--- src/rtl/time_window_aggregator_macros.svh ---
// Assertion macros shared by the time window aggregator RTL.
`ifndef TIME_WINDOW_AGGREGATOR_MACROS_SVH
`define TIME_WINDOW_AGGREGATOR_MACROS_SVH
`ifndef SYNTH
`define TWA_ASSERT(lbl, clk, rst_n, prop, msg) \
  lbl: assert property (@(posedge clk) disable iff (!rst_n) prop) else $error(msg);
`define TWA_ASSERT_NEVER(lbl, clk, rst_n, prop, msg) \
  lbl: assert property (@(posedge clk) disable iff (!rst_n) !(prop)) else $error(msg);
`else
`define TWA_ASSERT(lbl, clk, rst_n, prop, msg)
`define TWA_ASSERT_NEVER(lbl, clk, rst_n, prop, msg)
`endif
`endif

--- src/rtl/twa_pkg.sv ---
// Types, constants and codes of the time window aggregator.
`timescale 1ns / 1ps
`default_nettype none
package twa_pkg;

  localparam int unsigned TIME_W  = 32;
  localparam int unsigned VAL_W   = 16;
  localparam int unsigned SUM_W   = 48;
  localparam int unsigned CNT_W   = 32;
  localparam int unsigned RES_W   = 32;
  localparam int unsigned CFG_W   = 32;
  localparam int unsigned MODE_W  = 3;

  // The magnitude of an average always fits in VAL_W bits.
  localparam int unsigned DIV_STEPS = VAL_W;
  localparam int unsigned STEP_W    = $clog2(DIV_STEPS);

  localparam logic [CNT_W-1:0] COUNT_MAX = '1;
  localparam logic signed [VAL_W-1:0] VAL_MAX = {1'b0, {(VAL_W-1){1'b1}}};
  localparam logic signed [VAL_W-1:0] VAL_MIN = {1'b1, {(VAL_W-1){1'b0}}};

  typedef enum logic [MODE_W-1:0] {
    MODE_SUM   = 3'd0,
    MODE_AVG   = 3'd1,
    MODE_MIN   = 3'd2,
    MODE_MAX   = 3'd3,
    MODE_COUNT = 3'd4,
    MODE_FIRST = 3'd5,
    MODE_LAST  = 3'd6
  } mode_e;

  typedef enum logic [1:0] {
    OUTCOME_OK        = 2'd0,
    OUTCOME_EMPTY     = 2'd1,
    OUTCOME_BAD_RANGE = 2'd2
  } outcome_e;

  typedef enum logic [1:0] {
    CFG_WIN_START = 2'd0,
    CFG_WIN_END   = 2'd1,
    CFG_MODE      = 2'd2
  } cfg_idx_e;

  // Controller to datapath
  typedef struct packed {
    logic take;
    logic div_start;
    logic div_step;
    logic load_out;
  } cmd_t;

  // Datapath to controller
  typedef struct packed {
    logic need_div;
  } sts_t;

endpackage
`default_nettype wire

--- src/rtl/twa_if.sv ---
// Record and result channel interfaces of the time window aggregator.
`timescale 1ns / 1ps
`default_nettype none
interface twa_rec_if
  import twa_pkg::*;
();
  logic                    valid;
  logic                    ready;
  logic [TIME_W-1:0]       record_time;
  logic signed [VAL_W-1:0] record_value;
  logic                    end_of_scan;

  modport source (output valid, record_time, record_value, end_of_scan, input ready);
  modport sink   (input valid, record_time, record_value, end_of_scan, output ready);
endinterface

interface twa_res_if
  import twa_pkg::*;
();
  logic                    valid;
  logic                    ready;
  logic signed [RES_W-1:0] aggregate_result;
  logic [CNT_W-1:0]        matched_count;
  logic [1:0]              outcome;

  modport source (output valid, aggregate_result, matched_count, outcome, input ready);
  modport sink   (input valid, aggregate_result, matched_count, outcome, output ready);
endinterface
`default_nettype wire

--- src/rtl/twa_ctrl.sv ---
// Sequencing FSM: record intake, divide steps and result hand-off.
`timescale 1ns / 1ps
`default_nettype none
`include "time_window_aggregator_macros.svh"
module twa_ctrl
  import twa_pkg::*;
(
  input  wire  clk_i,
  input  wire  rst_ni,
  input  wire  rec_valid_i,
  input  wire  rec_eos_i,
  output logic rec_ready_o,
  output logic res_valid_o,
  input  wire  res_ready_i,
  input  sts_t sts_i,
  output cmd_t cmd_o
);

  typedef enum logic [1:0] {
    S_IDLE,
    S_FINISH,
    S_DIVIDE,
    S_EMIT
  } state_e;

  state_e            state_q;
  logic [STEP_W-1:0] step_q;
  logic              out_valid_q;
  logic              slot_free;

  assign rec_ready_o = (state_q == S_IDLE);
  assign res_valid_o = out_valid_q;
  assign slot_free   = !out_valid_q || res_ready_i;

  always_comb begin
    cmd_o           = '0;
    cmd_o.take      = rec_valid_i && (state_q == S_IDLE);
    cmd_o.div_start = (state_q == S_FINISH) && sts_i.need_div;
    cmd_o.div_step  = (state_q == S_DIVIDE);
    cmd_o.load_out  = (state_q == S_EMIT) && slot_free;
  end

  always_ff @(posedge clk_i or negedge rst_ni) begin
    if (!rst_ni) begin
      state_q     <= S_IDLE;
      step_q      <= '0;
      out_valid_q <= 1'b0;
    end else begin
      // a taken result may be replaced on the same edge
      out_valid_q <= cmd_o.load_out || (out_valid_q && !res_ready_i);
      case (state_q)
        S_IDLE: begin
          if (rec_valid_i && rec_eos_i) begin
            state_q <= S_FINISH;
          end
        end
        S_FINISH: begin
          if (sts_i.need_div) begin
            step_q  <= STEP_W'(DIV_STEPS - 1);
            state_q <= S_DIVIDE;
          end else begin
            state_q <= S_EMIT;
          end
        end
        S_DIVIDE: begin
          if (step_q == '0) begin
            state_q <= S_EMIT;
          end else begin
            step_q <= step_q - 1'b1;
          end
        end
        S_EMIT: begin
          if (slot_free) begin
            state_q <= S_IDLE;
          end
        end
        default: begin
          state_q <= S_IDLE;
        end
      endcase
    end
  end

  // a waiting result must never be overwritten
  `TWA_ASSERT(a_no_overwrite, clk_i, rst_ni, cmd_o.load_out |-> (!out_valid_q || res_ready_i), "result overwritten")
  `TWA_ASSERT(a_div_len, clk_i, rst_ni, (state_q == S_FINISH && sts_i.need_div) |-> ##16 (state_q == S_DIVIDE) ##1 (state_q == S_EMIT), "divide length wrong")

endmodule
`default_nettype wire

--- src/rtl/twa_dp.sv ---
// Datapath: config registers, window accumulators, divider and result register.
`timescale 1ns / 1ps
`default_nettype none
`include "time_window_aggregator_macros.svh"
module twa_dp
  import twa_pkg::*;
(
  input  wire                     clk_i,
  input  wire                     rst_ni,
  input  wire                     cfg_we_i,
  input  wire  [1:0]              cfg_idx_i,
  input  wire  [CFG_W-1:0]        cfg_wdata_i,
  input  wire  [TIME_W-1:0]       record_time_i,
  input  wire  signed [VAL_W-1:0] record_value_i,
  input  cmd_t                    cmd_i,
  output sts_t                    sts_o,
  output logic signed [RES_W-1:0] aggregate_result_o,
  output logic [CNT_W-1:0]        matched_count_o,
  output logic [1:0]              outcome_o
);

  localparam int unsigned QUO_W = DIV_STEPS;

  logic [TIME_W-1:0] win_start_q, win_end_q;
  logic [MODE_W-1:0] mode_q;

  logic signed [SUM_W-1:0] sum_q, sum_d;
  logic [CNT_W-1:0]        count_q, count_d;
  logic signed [VAL_W-1:0] low_q, low_d, high_q, high_d;
  logic signed [VAL_W-1:0] first_q, first_d, last_q, last_d;
  logic                    stopped_q, stopped_d;

  logic [SUM_W-1:0] rem_q, dvs_q;
  logic [QUO_W-1:0] quo_q;
  logic             neg_q;

  logic signed [RES_W-1:0] res_q, res_d;
  logic [CNT_W-1:0]        mcnt_q, mcnt_d;
  outcome_e                outcome_q, outcome_d;

  logic bad_range;
  logic [RES_W-1:0] avg_mag;

  assign bad_range = win_start_q > win_end_q;
  assign sts_o.need_div = (mode_q == MODE_AVG) && !bad_range && (count_q != '0);

  always_ff @(posedge clk_i or negedge rst_ni) begin
    if (!rst_ni) begin
      win_start_q <= '0;
      win_end_q   <= '1;
      mode_q      <= MODE_SUM;
    end else if (cfg_we_i) begin
      case (cfg_idx_i)
        CFG_WIN_START: win_start_q <= cfg_wdata_i[TIME_W-1:0];
        CFG_WIN_END:   win_end_q   <= cfg_wdata_i[TIME_W-1:0];
        CFG_MODE:      mode_q      <= cfg_wdata_i[MODE_W-1:0];
        default: ;
      endcase
    end
  end

  always_comb begin
    sum_d     = sum_q;
    count_d   = count_q;
    low_d     = low_q;
    high_d    = high_q;
    first_d   = first_q;
    last_d    = last_q;
    stopped_d = stopped_q;
    if (cmd_i.load_out) begin
      sum_d     = '0;
      count_d   = '0;
      low_d     = VAL_MAX;
      high_d    = VAL_MIN;
      first_d   = '0;
      last_d    = '0;
      stopped_d = 1'b0;
    end else if (cmd_i.take && !stopped_q && (record_time_i != '0)) begin
      if (record_time_i > win_end_q) begin
        stopped_d = 1'b1;
      end else if ((record_time_i >= win_start_q) && (count_q != COUNT_MAX)) begin
        if (count_q == '0) begin
          first_d = record_value_i;
        end
        last_d  = record_value_i;
        sum_d   = sum_q + SUM_W'(record_value_i);
        count_d = count_q + 1'b1;
        if (record_value_i < low_q) begin
          low_d = record_value_i;
        end
        if (record_value_i > high_q) begin
          high_d = record_value_i;
        end
      end
    end
  end

  always_ff @(posedge clk_i or negedge rst_ni) begin
    if (!rst_ni) begin
      sum_q     <= '0;
      count_q   <= '0;
      low_q     <= VAL_MAX;
      high_q    <= VAL_MIN;
      first_q   <= '0;
      last_q    <= '0;
      stopped_q <= 1'b0;
    end else begin
      sum_q     <= sum_d;
      count_q   <= count_d;
      low_q     <= low_d;
      high_q    <= high_d;
      first_q   <= first_d;
      last_q    <= last_d;
      stopped_q <= stopped_d;
    end
  end

  // Restoring divide of |sum| by count, one quotient bit per step, MSB first
  always_ff @(posedge clk_i) begin
    if (cmd_i.div_start) begin
      rem_q <= sum_q[SUM_W-1] ? SUM_W'(-sum_q) : SUM_W'(sum_q);
      dvs_q <= SUM_W'({count_q, {(QUO_W-1){1'b0}}});
      quo_q <= '0;
      neg_q <= sum_q[SUM_W-1];
    end else if (cmd_i.div_step) begin
      if (rem_q >= dvs_q) begin
        rem_q <= rem_q - dvs_q;
        quo_q <= {quo_q[QUO_W-2:0], 1'b1};
      end else begin
        quo_q <= {quo_q[QUO_W-2:0], 1'b0};
      end
      dvs_q <= dvs_q >> 1;
    end
  end

  assign avg_mag = RES_W'(quo_q);

  always_comb begin
    res_d     = '0;
    mcnt_d    = '0;
    outcome_d = OUTCOME_OK;
    if (bad_range) begin
      outcome_d = OUTCOME_BAD_RANGE;
    end else if (count_q == '0) begin
      outcome_d = OUTCOME_EMPTY;
    end else begin
      mcnt_d = count_q;
      case (mode_q)
        MODE_SUM:   res_d = sum_q[RES_W-1:0];
        MODE_AVG:   res_d = neg_q ? RES_W'(-avg_mag) : avg_mag;
        MODE_MIN:   res_d = RES_W'(low_q);
        MODE_MAX:   res_d = RES_W'(high_q);
        MODE_COUNT: res_d = count_q;
        MODE_FIRST: res_d = RES_W'(first_q);
        MODE_LAST:  res_d = RES_W'(last_q);
        default:    res_d = '0;
      endcase
    end
  end

  always_ff @(posedge clk_i) begin
    if (cmd_i.load_out) begin
      res_q     <= res_d;
      mcnt_q    <= mcnt_d;
      outcome_q <= outcome_d;
    end
  end

  assign aggregate_result_o = res_q;
  assign matched_count_o    = mcnt_q;
  assign outcome_o          = outcome_q;

  `TWA_ASSERT(a_empty_sum, clk_i, rst_ni, (count_q == '0) |-> (sum_q == '0 && !cmd_i.div_step), "sum without matches")
  `TWA_ASSERT_NEVER(a_min_max, clk_i, rst_ni, (count_q != '0) && (low_q > high_q), "min above max")

endmodule
`default_nettype wire

--- src/rtl/time_window_aggregator.sv ---
// Top level of the time window aggregator.
//
//  channel   dir  handshake         payload
//  rec_i     in   valid/ready       record_time, record_value, end_of_scan
//  res_o     out  valid/ready       aggregate_result, matched_count, outcome
//  cfg       in   cfg_we_i          cfg_idx_i, cfg_wdata_i
//
// Records stream at one per cycle while the FSM is idle.
// After end-of-scan the FSM passes FINISH, then EMIT, which loads the result;
// in average mode a 16-step restoring divider makes the quotient in between.
// Records are not taken while the result is being formed.
// One output register holds a result; records keep flowing while it waits,
// and the result of a following scan waits in EMIT until the held one is taken.
// Asynchronous reset restores the register defaults and clears all sums.
`timescale 1ns / 1ps
`default_nettype none
module time_window_aggregator
  import twa_pkg::*;
(
  input  wire              clk_i,
  input  wire              rst_ni,
  input  wire              cfg_we_i,
  input  wire  [1:0]       cfg_idx_i,
  input  wire  [CFG_W-1:0] cfg_wdata_i,
  twa_rec_if.sink          rec_i,
  twa_res_if.source        res_o
);

  cmd_t cmd;
  sts_t sts;
  logic rec_ready;
  logic res_valid;

  assign rec_i.ready = rec_ready;
  assign res_o.valid = res_valid;

  twa_ctrl u_ctrl (
    .clk_i       (clk_i),
    .rst_ni      (rst_ni),
    .rec_valid_i (rec_i.valid),
    .rec_eos_i   (rec_i.end_of_scan),
    .rec_ready_o (rec_ready),
    .res_valid_o (res_valid),
    .res_ready_i (res_o.ready),
    .sts_i       (sts),
    .cmd_o       (cmd)
  );

  twa_dp u_dp (
    .clk_i              (clk_i),
    .rst_ni             (rst_ni),
    .cfg_we_i           (cfg_we_i),
    .cfg_idx_i          (cfg_idx_i),
    .cfg_wdata_i        (cfg_wdata_i),
    .record_time_i      (rec_i.record_time),
    .record_value_i     (rec_i.record_value),
    .cmd_i              (cmd),
    .sts_o              (sts),
    .aggregate_result_o (res_o.aggregate_result),
    .matched_count_o    (res_o.matched_count),
    .outcome_o          (res_o.outcome)
  );

endmodule
`default_nettype wire

--- src/flat_wrapper.sv ---
// flat-port wrapper written by rule: the top's interface ports become plain ports
module time_window_aggregator_flat import twa_pkg::*;
  (clk_i, rst_ni, cfg_we_i, cfg_idx_i, cfg_wdata_i, rec_i_valid, rec_i_record_time, rec_i_record_value, rec_i_end_of_scan, rec_i_ready, res_o_valid, res_o_aggregate_result, res_o_matched_count, res_o_outcome, res_o_ready);
  twa_rec_if rec_i_i ();
  twa_res_if res_o_i ();
  input  wire clk_i;
  input  wire rst_ni;
  input  wire cfg_we_i;
  input  wire  [1:0] cfg_idx_i;
  input  wire  [CFG_W-1:0] cfg_wdata_i;
  input wire logic [$bits(rec_i_i.valid)-1:0] rec_i_valid;
  input wire logic [$bits(rec_i_i.record_time)-1:0] rec_i_record_time;
  input wire logic [$bits(rec_i_i.record_value)-1:0] rec_i_record_value;
  input wire logic [$bits(rec_i_i.end_of_scan)-1:0] rec_i_end_of_scan;
  output wire logic [$bits(rec_i_i.ready)-1:0] rec_i_ready;
  output wire logic [$bits(res_o_i.valid)-1:0] res_o_valid;
  output wire logic [$bits(res_o_i.aggregate_result)-1:0] res_o_aggregate_result;
  output wire logic [$bits(res_o_i.matched_count)-1:0] res_o_matched_count;
  output wire logic [$bits(res_o_i.outcome)-1:0] res_o_outcome;
  input wire logic [$bits(res_o_i.ready)-1:0] res_o_ready;
  assign rec_i_i.valid = rec_i_valid;
  assign rec_i_i.record_time = rec_i_record_time;
  assign rec_i_i.record_value = rec_i_record_value;
  assign rec_i_i.end_of_scan = rec_i_end_of_scan;
  assign rec_i_ready = rec_i_i.ready;
  assign res_o_valid = res_o_i.valid;
  assign res_o_aggregate_result = res_o_i.aggregate_result;
  assign res_o_matched_count = res_o_i.matched_count;
  assign res_o_outcome = res_o_i.outcome;
  assign res_o_i.ready = res_o_ready;
  time_window_aggregator u_core (.clk_i(clk_i), .rst_ni(rst_ni), .cfg_we_i(cfg_we_i), .cfg_idx_i(cfg_idx_i), .cfg_wdata_i(cfg_wdata_i), .rec_i(rec_i_i), .res_o(res_o_i));
endmodule
--- config.mk ---
export PLATFORM = sky130hd
export DESIGN_NAME = time_window_aggregator_flat
export DESIGN_NICKNAME = d
export VERILOG_FILES = /design/src/rtl/twa_pkg.sv /design/src/rtl/twa_if.sv /design/src/rtl/twa_ctrl.sv /design/src/rtl/twa_dp.sv /design/src/rtl/time_window_aggregator.sv /design/src/flat_wrapper.sv
export VERILOG_INCLUDE_DIRS = /design/src /design/src/rtl
export SDC_FILE = /design/constraint.sdc
export NUM_CORES = 1
export LEC_CHECK = 0
export BUFFER_PORTS_ARGS = -buffer_cell sky130_fd_sc_hd__buf_2
export CAP_MARGIN = 10
export CORE_MARGIN = 5
export CORE_UTILIZATION = 50
export DETAILED_ROUTE_END_ITERATION = 8
export GPL_ROUTABILITY_DRIVEN = 0
export PLACE_DENSITY = 0.65
export SETUP_SLACK_MARGIN = 0.05
export SYNTH_ARGS = -nofsm -noshare
export SYNTH_HDL_FRONTEND = slang
export SYNTH_SLANG_ARGS = --single-unit
--- constraint.sdc ---
create_clock -name clk_i -period 6.7 [get_ports clk_i]
set_clock_uncertainty 0.1 [all_clocks]
set_input_delay 1.34 -clock clk_i [delete_from_list [all_inputs] [get_ports clk_i]]
set_output_delay 1.34 -clock clk_i [all_outputs]
set_load 0.01 [all_outputs]
# Word level (Yosys, flattened, before mapping)
# Index checks and enable logic that the tools add are counted.
# totals
ff_bits,397
inputBits,88
output_inout_bits,68
word_cells,143
# classes
n_addsub,6
order_cmp,6
n_eq_ne,18
muxes,48
reduce_logical,44
# op_table
op,n
two-way mux 48 bit,8
two-way mux 16 bit,19
one-hot mux 32 bit (7 select lines),1
two-way mux 32 bit,5
two-way mux 47 bit,2
> comparator 32 bit,2
nonzero test 32 bit,2
adder 48 x 16 -> 48 bit,1
>= comparator 48 x 47 -> 1 bit,1
negator 48 bit,1
subtractor 48 x 47 -> 48 bit,1
adder 32 x 1 -> 32 bit (second input constant),1
>= comparator 32 bit,1
zero test 32 bit,1
inequality test 32 bit (second input constant),1
negator 16 -> 32 bit,1
nonzero test 2 bit,9
> comparator 16 bit,1
< comparator 16 bit,1
AND reduction 4 bit,3
logical AND 1 bit,10
AND reduction 2 bit,5
== test 3 bit (second input constant),3
AND reduction 3 bit,3
other kinds (18),39

# Depth between registers and ports, before layout
# Gate-level depths: netlist (run 1).
# logic_depth
word_depth,7
mapped_depth,15
mapped_depth_nobuf,14

# Cells and area by module
# A second synthesis (run 1) with hierarchy kept.
# unflattened
hier_cells,2977
area_unflattened_um2,26780.7
# by_module_without_submodules
module,instances,cells_per_inst,area_each_um2,seq_area_each_um2
twa_dp,1,2929,26295.2,10400.0
twa_ctrl,1,48,485.5,175.2

# Least setup slack after synthesis (run 1)
# OpenSTA, ideal clock, no wires.
# synth_timing
path_kind,input to register
startpoint,input port res_o_ready
endpoint,register u_core.u_dp.res_q[0] (netlist: u_core.u_dp.aggregate_result_o[0]) (enable)
arrival_ns,4.003
slack_ns,2.141
stages,5
path_buffers,2
path_cell_list,nand2b_1 > nand2_1 > inv_2 > clkbuf_1 > clkbuf_1
# synth_lines
element,line,source
from (decl),flat_wrapper.sv:20,input wire logic [$bits(res_o_i.ready)-1:0] res_o_ready;
to (signal assigned),twa_dp.sv:163,res_q <= res_d;
to (decl),twa_dp.sv:37,"logic signed [RES_W-1:0] res_q, res_d;"

# Worst setup path in the final report (run 1)
# layout_timing
startpoint,register u_core.u_dp.win_end_q[1]
endpoint,register u_core.u_dp.rem_q[36] (enable)
# layout_via
elab_chain_len,7
# layout_rtl
element,line,source
from (decl),twa_dp.sv:24,"logic [TIME_W-1:0] win_start_q, win_end_q;"
from (signal assigned),twa_dp.sv:55,CFG_WIN_END: win_end_q <= cfg_wdata_i[TIME_W-1:0];
> comparator 32 bit (*),twa_dp.sv:44,assign bad_range = win_start_q > win_end_q;
zero test 1 bit (*),twa_dp.sv:45,assign sts_o.need_div = (mode_q == MODE_AVG) && !bad_range && (count_q != '0);
logical AND 1 bit (*) (2 in a row),twa_dp.sv:45,
logical AND 1 bit (*),twa_ctrl.sv:38,cmd_o.div_start = (state_q == S_FINISH) && sts_i.need_div;
nonzero test 2 bit (no line),n/a,
AND reduction 2 bit (no line) (*),n/a,
to (signal assigned),twa_dp.sv:121,rem_q <= sum_q[SUM_W-1] ? SUM_W'(-sum_q) : SUM_W'(sum_q);
to (signal assigned),twa_dp.sv:127,rem_q <= rem_q - dvs_q;
to (decl),twa_dp.sv:33,"logic [SUM_W-1:0] rem_q, dvs_q;"
# Every way passes the cells marked *; elsewhere a longest branch is shown, timed or not.
# A chain may end at the register's enable or synchronous reset.

==> results of run 1 <==
-- sequential cells by signal, indices dropped and copies added (netlist names), 32 cells and up --
signal / flops
u_core.u_dp.aggregate_result_o: 32
u_core.u_dp.count_q: 32
u_core.u_dp.dvs_q: 47
u_core.u_dp.matched_count_o: 32
u_core.u_dp.rem_q: 48
u_core.u_dp.sum_q: 48
u_core.u_dp.win_end_q: 32
u_core.u_dp.win_start_q: 32
-- final cells by class --
class,instances,share of cell area (%)
clock inverters,18,0.595
inverters,183,2.36
diodes,1,0.00851
flip-flops and latches,397,36.0
multi-input cells,2176,50.2
well taps,688,2.93
repair buffers,183,3.39
clock buffers,67,4.53
-- worst max-delay path, delay by kind of cell (launching register included) --
family	cells	cell delay, ns
fa+ha+maj	1	0.28
simple gates	4	1.76
buf+inv	2	0.54
flops	1	0.53
compound gates	6	1.29
-- cells in the final DEF (no fill, tap or decap), drive strengths merged, types with 48 or more instances in the layout --
master,synthesis,routed
nand2,332,332
a21oi,254,254
nor2,239,239
ha,231,231
inv,183,183
buf,23,183
dfrtp,171,171
o21ai,156,156
edfxtp,147,147
mux2i,111,111
a21o,95,95
xnor2,94,94
nand3,77,77
xor2,74,74
clkbuf,111,67
mux2,50,50
nand4,48,48
dfstp,48,48
-- kinds of logic (layout without fill, tap and decap cells) --
kind of cell               count (synthesis)  in the layout  synth area share (%)
xor gates and xnor gates                 168            168                  5.55
buffers and inverters                    317            451                  4.53
AOI/OAI and AO/OA                        702            702                  16.4
muxes                                    164            164                  6.58
and+or+nand+nor                          909            909                  16.0
DFF                                      397            397                  39.9
adders and majority gates                233            233                  11.1
other                                      0              1                     0
-- power groups by stage --
| stage | combinational, µW | sequential, µW | clock, µW |
|---|---|---|---|
| after global placement | 6880 | 4350 | 0 |
| after global routing | 8000 | 4460 | 2690 |
| final | 7160 | 4380 | 2540 |
| after detailed placement | 7060 | 4390 | 0 |
| after floorplan | 5380 | 4210 | 0 |
| after CTS | 7120 | 4350 | 2580 |
-- through the flow --
stage / setup WS, ns / hold slack [ns] / total power [µW] / instances
final: 1.77 / 0.402 / 14100 / 3713
after global routing: 1.47 / 0.448 / 15100 / 3712
after CTS: 1.71 / 0.401 / 14000 / 3712
after detailed placement: 1.40 / 0.386 / 11400 / 3627
after global placement: 1.52 / 0.383 / 11200 / 3627
after floorplan: 2.14 / 0.363 / 9580 / 2890
-- layer usage --
layer  vias up  global-route usage [%]
met2       768                    41.7
met3       156                    4.58
met5         -                       0
met1     10700                    35.0
met4         2                    8.80
li1      10500                       -
-- final timing paths --
kind / startpoint / endpoint / slack (ns) / depth (start not counted)
setup reg to reg: u_core.u_dp.win_end_q[1] / u_core.u_dp.rem_q[36] / 1.77 / 13
setup / recovery: u_core.u_dp.win_end_q[1] / u_core.u_dp.rem_q[36] / 1.77 / 13
hold reg to reg: u_core.u_dp.stopped_q / u_core.u_dp.stopped_q / 0.40 / 2
hold / removal: u_core.u_dp.stopped_q / u_core.u_dp.stopped_q / 0.40 / 2
min in group asynchronous: rst_ni / u_core.u_dp.high_q[7] / 0.66 / 1
max in group asynchronous: rst_ni / u_core.u_dp.first_q[2] / 4.40 / 2
==> flow_metrics.py, run 1 <==
metrics = {
    "cells_and_area": {
        "final_design_area_no_fill_um2": 29400,
        "finalNetCount": 3308,
        "multiInputGateArea_um2": 14800,
        "fill_cells": 4717,
        "final_util_pct": 56.0,
        "layout-area-overhead-vs-synth_pct": 11.1,
        "seq_area_um2": 10600,
        "final_layout_size_suffix_gt1_share_pct": 12.7,
    },
    "clocking": {
        "cts_hold_repair.buffers": 0,
        "cts.path.max_buffers": 3,
        "cts.sinks": 397,
        "clk-insertion-delay-late_ns": 0.59,
        "worst_setup_hold_path_clk_slew_ns": 0.06,
        "cts_repair_resize_count": 0,
        "cts_tree": "done",
        "ctsRootBufferMaster": "clkbuf_16",
        "depth_of_the_cts_h_tree": 2,
        "cts_post_setup_buffers_inserted": 0,
        "cts-buffers-inserted": 46,
    },
    "floorplanning": {
        "die_h_um": 240,
        "core_area_um2": 52600,
        "start_util_pct": 50.4,
        "row_count": 84,
        "die-width_um": 240,
        "ios": 156,
        "die-area_um2": 57700,
    },
    "global_routing": {
        "maximum_number_of_pins_on_one_net_before_global_route_repair": 128,
        "grt_antenna_before_repair": 3,
        "grt_pass1_wl_mm": 119,
        "grt_use_total_pct": 25.7,
        "globalRoute.totalOverflow": 0,
        "first_global_vias": 21800,
    },
    "drt": {
        "detail_route.drc_violations": 0,
        "wl_per_cell_um": 20.3,
        "met1_length_mm": 32.7,
        "highest-signal-layer": "met5",
        "postRouteWirelength_mm": 75.4,
        "routed-wl-met2_mm": 34.8,
        "via_per_inst": 5.97,
        "antenna_violating_nets_post_route": 0,
        "detail_route.iter0.violations": 1671,
        "first_pass_iters": 8,
        "route.met3.wl_mm": 5.29,
        "vias": 22200,
    },
    "sta": {
        "rsz_0062_raised_after_global_routing": "no",
        "timing.final.crit_share_pct": 73.5,
        "slew_violations": 0,
        "timing.final.hold_violations": 0,
        "final_period_minus_worst_setup_slack_ns": 4.93,
        "setup_viol_count_final": 0,
        "worstMarginPinSlew_ns": 1.02,
        "worst_slew_margin_rel_pct": 31.9,
        "setup_total_negative_slack_ns": 0,
        "max_clock_freq_ghz": 0.203,
    },
    "power_and_ir_drop": {
        "p_seq_share_pct": 31.1,
        "p_sw_share_pct": 42.7,
        "internal_power_uw": 8060,
        "power.density_cell_area_nw_per_um2": 478,
        "power.combinational.fraction_pct": 50.9,
        "netSwitchingPower_uw": 6010,
        "power_frac_clock_pct": 18.0,
        "cellLeakagePower_uw": 0.0133,
        "irDropWorstVdd_mv": 0.202,
    },
    "worst_setup_path": {
        "worst-setup-path-type": "flip-flop to flip-flop",
        "start_kind": "flip-flop",
        "worstPathCellList": "inv_1 > ha_1 > nor2b_1 > o21a_1 > o21ai_0 > a21oi_1 > o31ai_1 > a21boi_0 > o31a_1 > nor2_2 > nand3_4 > nand2_2 > buf_4",
        "wp_data_arrival_ns": 5.05,
        "critPathCaptureType": "flip-flop",
        "required_worst_endpoint_ns": 6.83,
        "crit_slowest_cell": "nand2_2",
        "critical-path-max-stage-delay_ns": 0.59,
        "crit_fanout": 58,
    },
    "synthesis": {
        "synth_cell_type_count": 77,
        "synth_async_sr_flop_share_pct": 55.2,
        "cell_accounting_for_the_most_synthesized_area": "edfxtp_1",
        "synth-main-ff-cell": "dfrtp_1",
        "synthTopCellsByArea": "edfxtp_1 (17%), dfrtp_1 (16%), ha_1 (11%), a21oi_1 (4.8%), dfstp_2 (4.8%)",
        "synth_top_cell_area_share_pct": 16.7,
        "syn_inst": 2890,
        "synthesis.nets": 3211,
        "synth.most_common_cell": "nand2_1",
        "mappedNetlistArea_um2": 26500,
        "synth-seq-area-share_pct": 39.9,
        "syn-mean-instance-area_um2": 9.17,
        "yosysWarningCount": 0,
        "synth-edff-count": 147,
        "yosys_register_bits": 397,
        "synth_common_cells": "nand2_1 (332), a21oi_1 (254), nor2_1 (239)",
    },
    "placed_design": {
        "detailedPlacementHpwl_mm": 55.0,
        "placed_area_um2": 27900,
        "portBuffers": 155,
    },
    "run_status": {
        "status": "complete, no violations",
    },
    "flow_run": {
        "drv_cap": 0,
    },
    "hold_path": {
        "hold_path.class": "flip-flop to flip-flop",
    },
}
Note: power is estimated with default switching activity, not from simulation.
==> run 2, diff against run 1 <==
- clock period: 6.7 -> 4.8 ns (I/O delays scaled with it)
==> run 2 against run 1 <==
Maximum frequency rose by 14%. Register-to-register slack got worse by 1.3 ns. Critical path depth rose by 1. Design area rose by 0.94%. Sequential share of layout area fell by 0.34 points. Highest routed layer unchanged.
==> flow_metrics.py, run 2 (synthesis gave the netlist of run 1 again) <==
metrics = {
    "run_status": {
        "status": "complete, no violations",
    },
    "cells_and_area": {
        "biggestRegsByFlops": "u_core.u_dp.rem_q (48), u_core.u_dp.sum_q (48), u_core.u_dp.dvs_q (47)",
        "finalNetCount": 3338,
        "layout_commonest_cell": "nand2_1",
        "mostFrequentLayoutCells": "nand2_1 (331), a21oi_1 (254), nor2_1 (238)",
        "final_layout_size_suffix_gt1_share_pct": 13.5,
        "fin_cells": 3743,
        "layout-area-overhead-vs-synth_pct": 12.1,
    },
    "flow_run": {
        "drv_cap": 0,
    },
    "clocking": {
        "ctsRootBufferMaster": "clkbuf_16",
        "clk-insertion-delay-late_ns": 0.58,
        "cts.sinks": 397,
        "cts_tree": "done",
        "depth_of_the_cts_h_tree": 2,
        "cts_hold_repair.buffers": 0,
        "cts_post_setup_buffers_inserted": 0,
        "cts.path.max_buffers": 3,
        "worst_setup_hold_path_clk_slew_ns": 0.06,
        "cts-buffers-inserted": 46,
        "cts_repair_resize_count": 0,
    },
    "sta": {
        "rsz_0062_raised_after_global_routing": "no",
        "setup_total_negative_slack_ns": 0,
        "timing.final.hold_violations": 0,
        "worst_slew_margin_rel_pct": 31.8,
        "slew_violations": 0,
        "setup_viol_count_final": 0,
        "worstMarginPinSlew_ns": 1.02,
        "timing.final.crit_share_pct": 89.8,
        "final_period_minus_worst_setup_slack_ns": 4.31,
        "max_clock_freq_ghz": 0.232,
    },
    "drt": {
        "vias": 22500,
        "postRouteWirelength_mm": 77.6,
        "wl_per_cell_um": 20.7,
        "antenna_violating_nets_post_route": 0,
        "detail_route.drc_violations": 0,
        "detail_route.iter0.violations": 2061,
        "via_per_inst": 6.02,
        "first_pass_iters": 5,
    },
    "power_and_ir_drop": {
        "power.density_cell_area_nw_per_um2": 671,
        "irDropWorstVdd_mv": 0.302,
        "cellLeakagePower_uw": 0.0134,
    },
    "worst_setup_path": {
        "register_to_register_setup_slack_ns": 0.49,
        "start_kind": "flip-flop",
        "wp_data_arrival_ns": 4.71,
        "critPathCaptureType": "flip-flop",
        "worst-setup-path-type": "flip-flop to flip-flop",
        "crit_fanout": 7,
        "required_worst_endpoint_ns": 5.19,
    },
    "placed_design": {
        "detailedPlacementHpwl_mm": 56.6,
        "portBuffers": 155,
        "dp_cells": 3657,
    },
    "global_routing": {
        "grt_pass1_wl_mm": 123,
        "globalRoute.totalOverflow": 0,
        "maximum_number_of_pins_on_one_net_before_global_route_repair": 119,
        "grt_use_total_pct": 26.5,
        "grt_antenna_before_repair": 1,
        "first_global_vias": 22200,
    },
    "floorplanning": {
        "die_h_um": 240,
        "core_area_um2": 52600,
        "die-area_um2": 57700,
        "die-width_um": 240,
        "ios": 156,
        "row_count": 84,
        "start_util_pct": 50.4,
    },
    "hold_path": {
        "hold_path.class": "primary input to async pin",
    },
}
==> run 2: power by group <==
group | switching, µW | internal [µW]
clock | 1470 | 2120
sequential | 984 | 5090
combinational | 6090 | 4170
==> run 2: final timing paths <==
| check | from | endpoint | depth (start not counted) |
|---|---|---|---|
| worst max-delay path | u_core.u_dp.sum_q[0] | u_core.u_dp.sum_q[44] | 14 |
| worst min register to register | u_core.u_dp.stopped_q | u_core.u_dp.stopped_q | 2 |
| min in group clk_i | u_core.u_dp.stopped_q | u_core.u_dp.stopped_q | 2 |
| worst max register to register | u_core.u_dp.sum_q[0] | u_core.u_dp.sum_q[44] | 14 |
| max in group asynchronous | rst_ni | u_core.u_dp.win_end_q[8] | 2 |
| worst min-delay path | rst_ni | u_core.u_dp.high_q[5] | 1 |
==> run 2: final cells by class <==
class                      instances  area [µm²]
sequential                       397       10600
antenna                            1        2.50
timing repair buffer             213        1270
fill                            4687       22900
clock buffer                      62        1270
clock inverter                    23         239
multi-input combinational       2176       14800
inverter                         183         693
tap                              688         861
==> run 2: critical path, stage by stage (launching register included) <==
cell and delay [ns]:
dfrtp_1 0.53, ha_1 0.29, fa_1 0.41, a21o_1 0.18, a21oi_1 0.27, o211ai_1 0.19
a21oi_1 0.35, a2111oi_0 0.17, buf_4 0.18, a211oi_1 0.61, o21ai_0 0.29, a21oi_1 0.19
nor2b_1 0.07, o211ai_1 0.16, nor3b_1 0.21
==> run 2: stage by stage <==
step                      setup WS [ns]  instance area, µm²  hold WS, ns  total power (µW)  util (%)
final                             0.488               29700        0.346             19900      56.5
after global routing              0.219               29700        0.417             21400      56.5
after CTS                         0.474               29700        0.403             19800      56.5
after detailed placement          0.108               28200        0.391             16200      53.6
after global placement            0.160               28200        0.387             15800      53.6
after floorplan                   0.460               26500        0.363             13400         -
==> run 2: metal layers <==
metal  up-vias  global-route usage [%]  share of wire (%)
li1      10600                       -                  -
met3       169                    4.22                7.3
met5         -                       0              0.017
met2       849                    42.6                 46
met4         2                    9.44                3.6
met1     10900                    36.6                 43
==> run 3, diff against run 2 <==
- clock period: 4.8 -> 5.15 ns (I/O delays scaled with it)
==> run 3 against run 2 <==
Wire length is 0.70% lower. Final cell count is 0.35% lower. Total power is 6.8% lower. Non-clock buffer count is 15 lower. Largest power group unchanged.
==> flow_metrics.py, run 3 (synthesis gave the netlist of run 1 again) <==
metrics = {
    "run_status": {
        "status": "complete, no violations",
    },
    "clocking": {
        "cts_tree": "done",
        "cts_post_setup_buffers_inserted": 0,
        "depth_of_the_cts_h_tree": 2,
        "ctsRootBufferMaster": "clkbuf_16",
        "cts.sinks": 397,
        "cts_hold_repair.buffers": 0,
        "cts.path.max_buffers": 3,
        "worst_setup_hold_path_clk_slew_ns": 0.06,
        "cts_repair_resize_count": 0,
        "cts-buffers-inserted": 46,
        "clk-insertion-delay-late_ns": 0.60,
    },
    "worst_setup_path": {
        "worst-setup-path-type": "flip-flop to flip-flop",
        "start_kind": "flip-flop",
        "required_worst_endpoint_ns": 5.50,
        "worst_r2r_path_depth": 14,
        "worstPathCellList": "inv_1 > ha_1 > a21o_1 > a21o_1 > a21oi_1 > nor2_1 > a211oi_1 > nor3_1 > o31a_1 > nor2_2 > buf_4 > nand2_1 > buf_4 > a21oi_1",
        "crit_fanout": 29,
        "critPathCaptureType": "flip-flop",
        "critical-path-max-stage-delay_ns": 0.68,
        "crit_slowest_cell": "nand2_1",
        "wp_data_arrival_ns": 4.77,
    },
    "sta": {
        "timing.final.hold_violations": 0,
        "timing.final.crit_share_pct": 85.8,
        "worst_slew_margin_rel_pct": 28.6,
        "worst_hold_slack_ns": 0.414,
        "slew_violations": 0,
        "setup_viol_count_final": 0,
        "final_period_minus_worst_setup_slack_ns": 4.42,
        "max_clock_freq_ghz": 0.226,
        "final.setup.worst_slack_ns": 0.730,
        "rsz_0062_raised_after_global_routing": "no",
        "worstMarginPinSlew_ns": 1.07,
        "setup_total_negative_slack_ns": 0,
    },
    "power_and_ir_drop": {
        "irDropWorstVdd_mv": 0.303,
        "fin_total_pwr_uw": 18600,
        "power.density_cell_area_nw_per_um2": 627,
        "cellLeakagePower_uw": 0.0134,
    },
    "drt": {
        "wl_per_cell_um": 20.7,
        "detail_route.drc_violations": 0,
        "postRouteWirelength_mm": 77.1,
        "antenna_violating_nets_post_route": 0,
        "detail_route.iter0.violations": 1951,
        "first_pass_iters": 6,
        "via_per_inst": 5.98,
        "vias": 22300,
    },
    "floorplanning": {
        "die-area_um2": 57700,
        "ios": 156,
        "row_count": 84,
        "die_h_um": 240,
        "die-width_um": 240,
        "start_util_pct": 50.4,
        "core_area_um2": 52600,
    },
    "placed_design": {
        "post-place-ws_ns": 0.565,
        "portBuffers": 155,
        "detailedPlacementHpwl_mm": 56.0,
        "placed_area_um2": 28100,
    },
    "cells_and_area": {
        "layout-area-overhead-vs-synth_pct": 11.8,
        "biggestRegsByFlops": "u_core.u_dp.rem_q (48), u_core.u_dp.sum_q (48), u_core.u_dp.dvs_q (47)",
        "finalNetCount": 3323,
        "mostFrequentLayoutCells": "nand2_1 (331), a21oi_1 (254), nor2_1 (238)",
        "final_layout_size_suffix_gt1_share_pct": 13.3,
        "final_design_area_no_fill_um2": 29600,
        "fill_cells": 4650,
        "layout_commonest_cell": "nand2_1",
    },
    "global_routing": {
        "globalRoute.totalOverflow": 0,
        "grt_antenna_before_repair": 3,
        "first_global_vias": 21800,
        "grt_pass1_wl_mm": 122,
        "grt_use_total_pct": 26.3,
        "maximum_number_of_pins_on_one_net_before_global_route_repair": 119,
    },
    "hold_path": {
        "hold_path.class": "flip-flop to flip-flop",
        "hold_path_depth": 2,
    },
    "flow_run": {
        "drv_cap": 0,
    },
}
==> run 3: stage by stage <==
stage               utilization, %  instances
finish                        56.4       3730
global route                  56.4       3729
CTS                           56.4       3728
detailed placement            53.4       3642
global placement              53.4       3642
floorplan                        -       2890
==> run 3: final cells by class <==
class / count / area [µm²] / share of cell area, %
timing repair buffer: 198 / 1160 / 3.91
clock buffer: 60 / 1300 / 4.38
antenna: 2 / 5.00 / 0.0169
clock inverter: 26 / 254 / 0.857
tap: 688 / 861 / 2.91
sequential: 397 / 10600 / 35.7
multi-input combinational: 2176 / 14800 / 49.9
inverter: 183 / 693 / 2.34
==> run 3: power by group <==
part	switching [µW]	internal (µW)	leakage, µW
combinational	5660	3850	0.00821
clock	1390	1990	0.000764
sequential	934	4750	0.00440
==> run 3: routing by layer <==
| layer | wire [µm] | global-route usage [%] | up-vias |
|---|---|---|---|
| met2 | 35100 | 41.7 | 833 |
| met3 | 5780 | 4.87 | 179 |
| met5 | 13 | 0 | - |
| met4 | 3040 | 10.1 | 2 |
| met1 | 33200 | 36.2 | 10700 |
| li1 | - | - | 10600 |
==> run 3: worst paths after layout <==
| check | slack [ns] | from | end |
|---|---|---|---|
| min in group asynchronous | 0.43 | rst_ni | u_core.u_dp.high_q[6] |
| hold / removal | 0.41 | u_core.u_dp.stopped_q | u_core.u_dp.stopped_q |
| hold reg to reg | 0.41 | u_core.u_dp.stopped_q | u_core.u_dp.stopped_q |
| setup / recovery | 0.73 | u_core.u_dp.win_end_q[17] | u_core.u_dp.aggregate_result_o[11] |
| setup reg to reg | 0.73 | u_core.u_dp.win_end_q[17] | u_core.u_dp.aggregate_result_o[11] |
| max in group asynchronous | 3.27 | rst_ni | u_core.u_dp.sum_q[8] |
==> run 3: critical path, delay by kind of cell, from the launching register on <==
kind	cells	cell delay (ns)
buffers and inverters	3	0.84
DFF	1	0.52
and+or+nand+nor	4	1.21
adders and majority gates	1	0.30
AOI/OAI and AO/OA	6	1.29
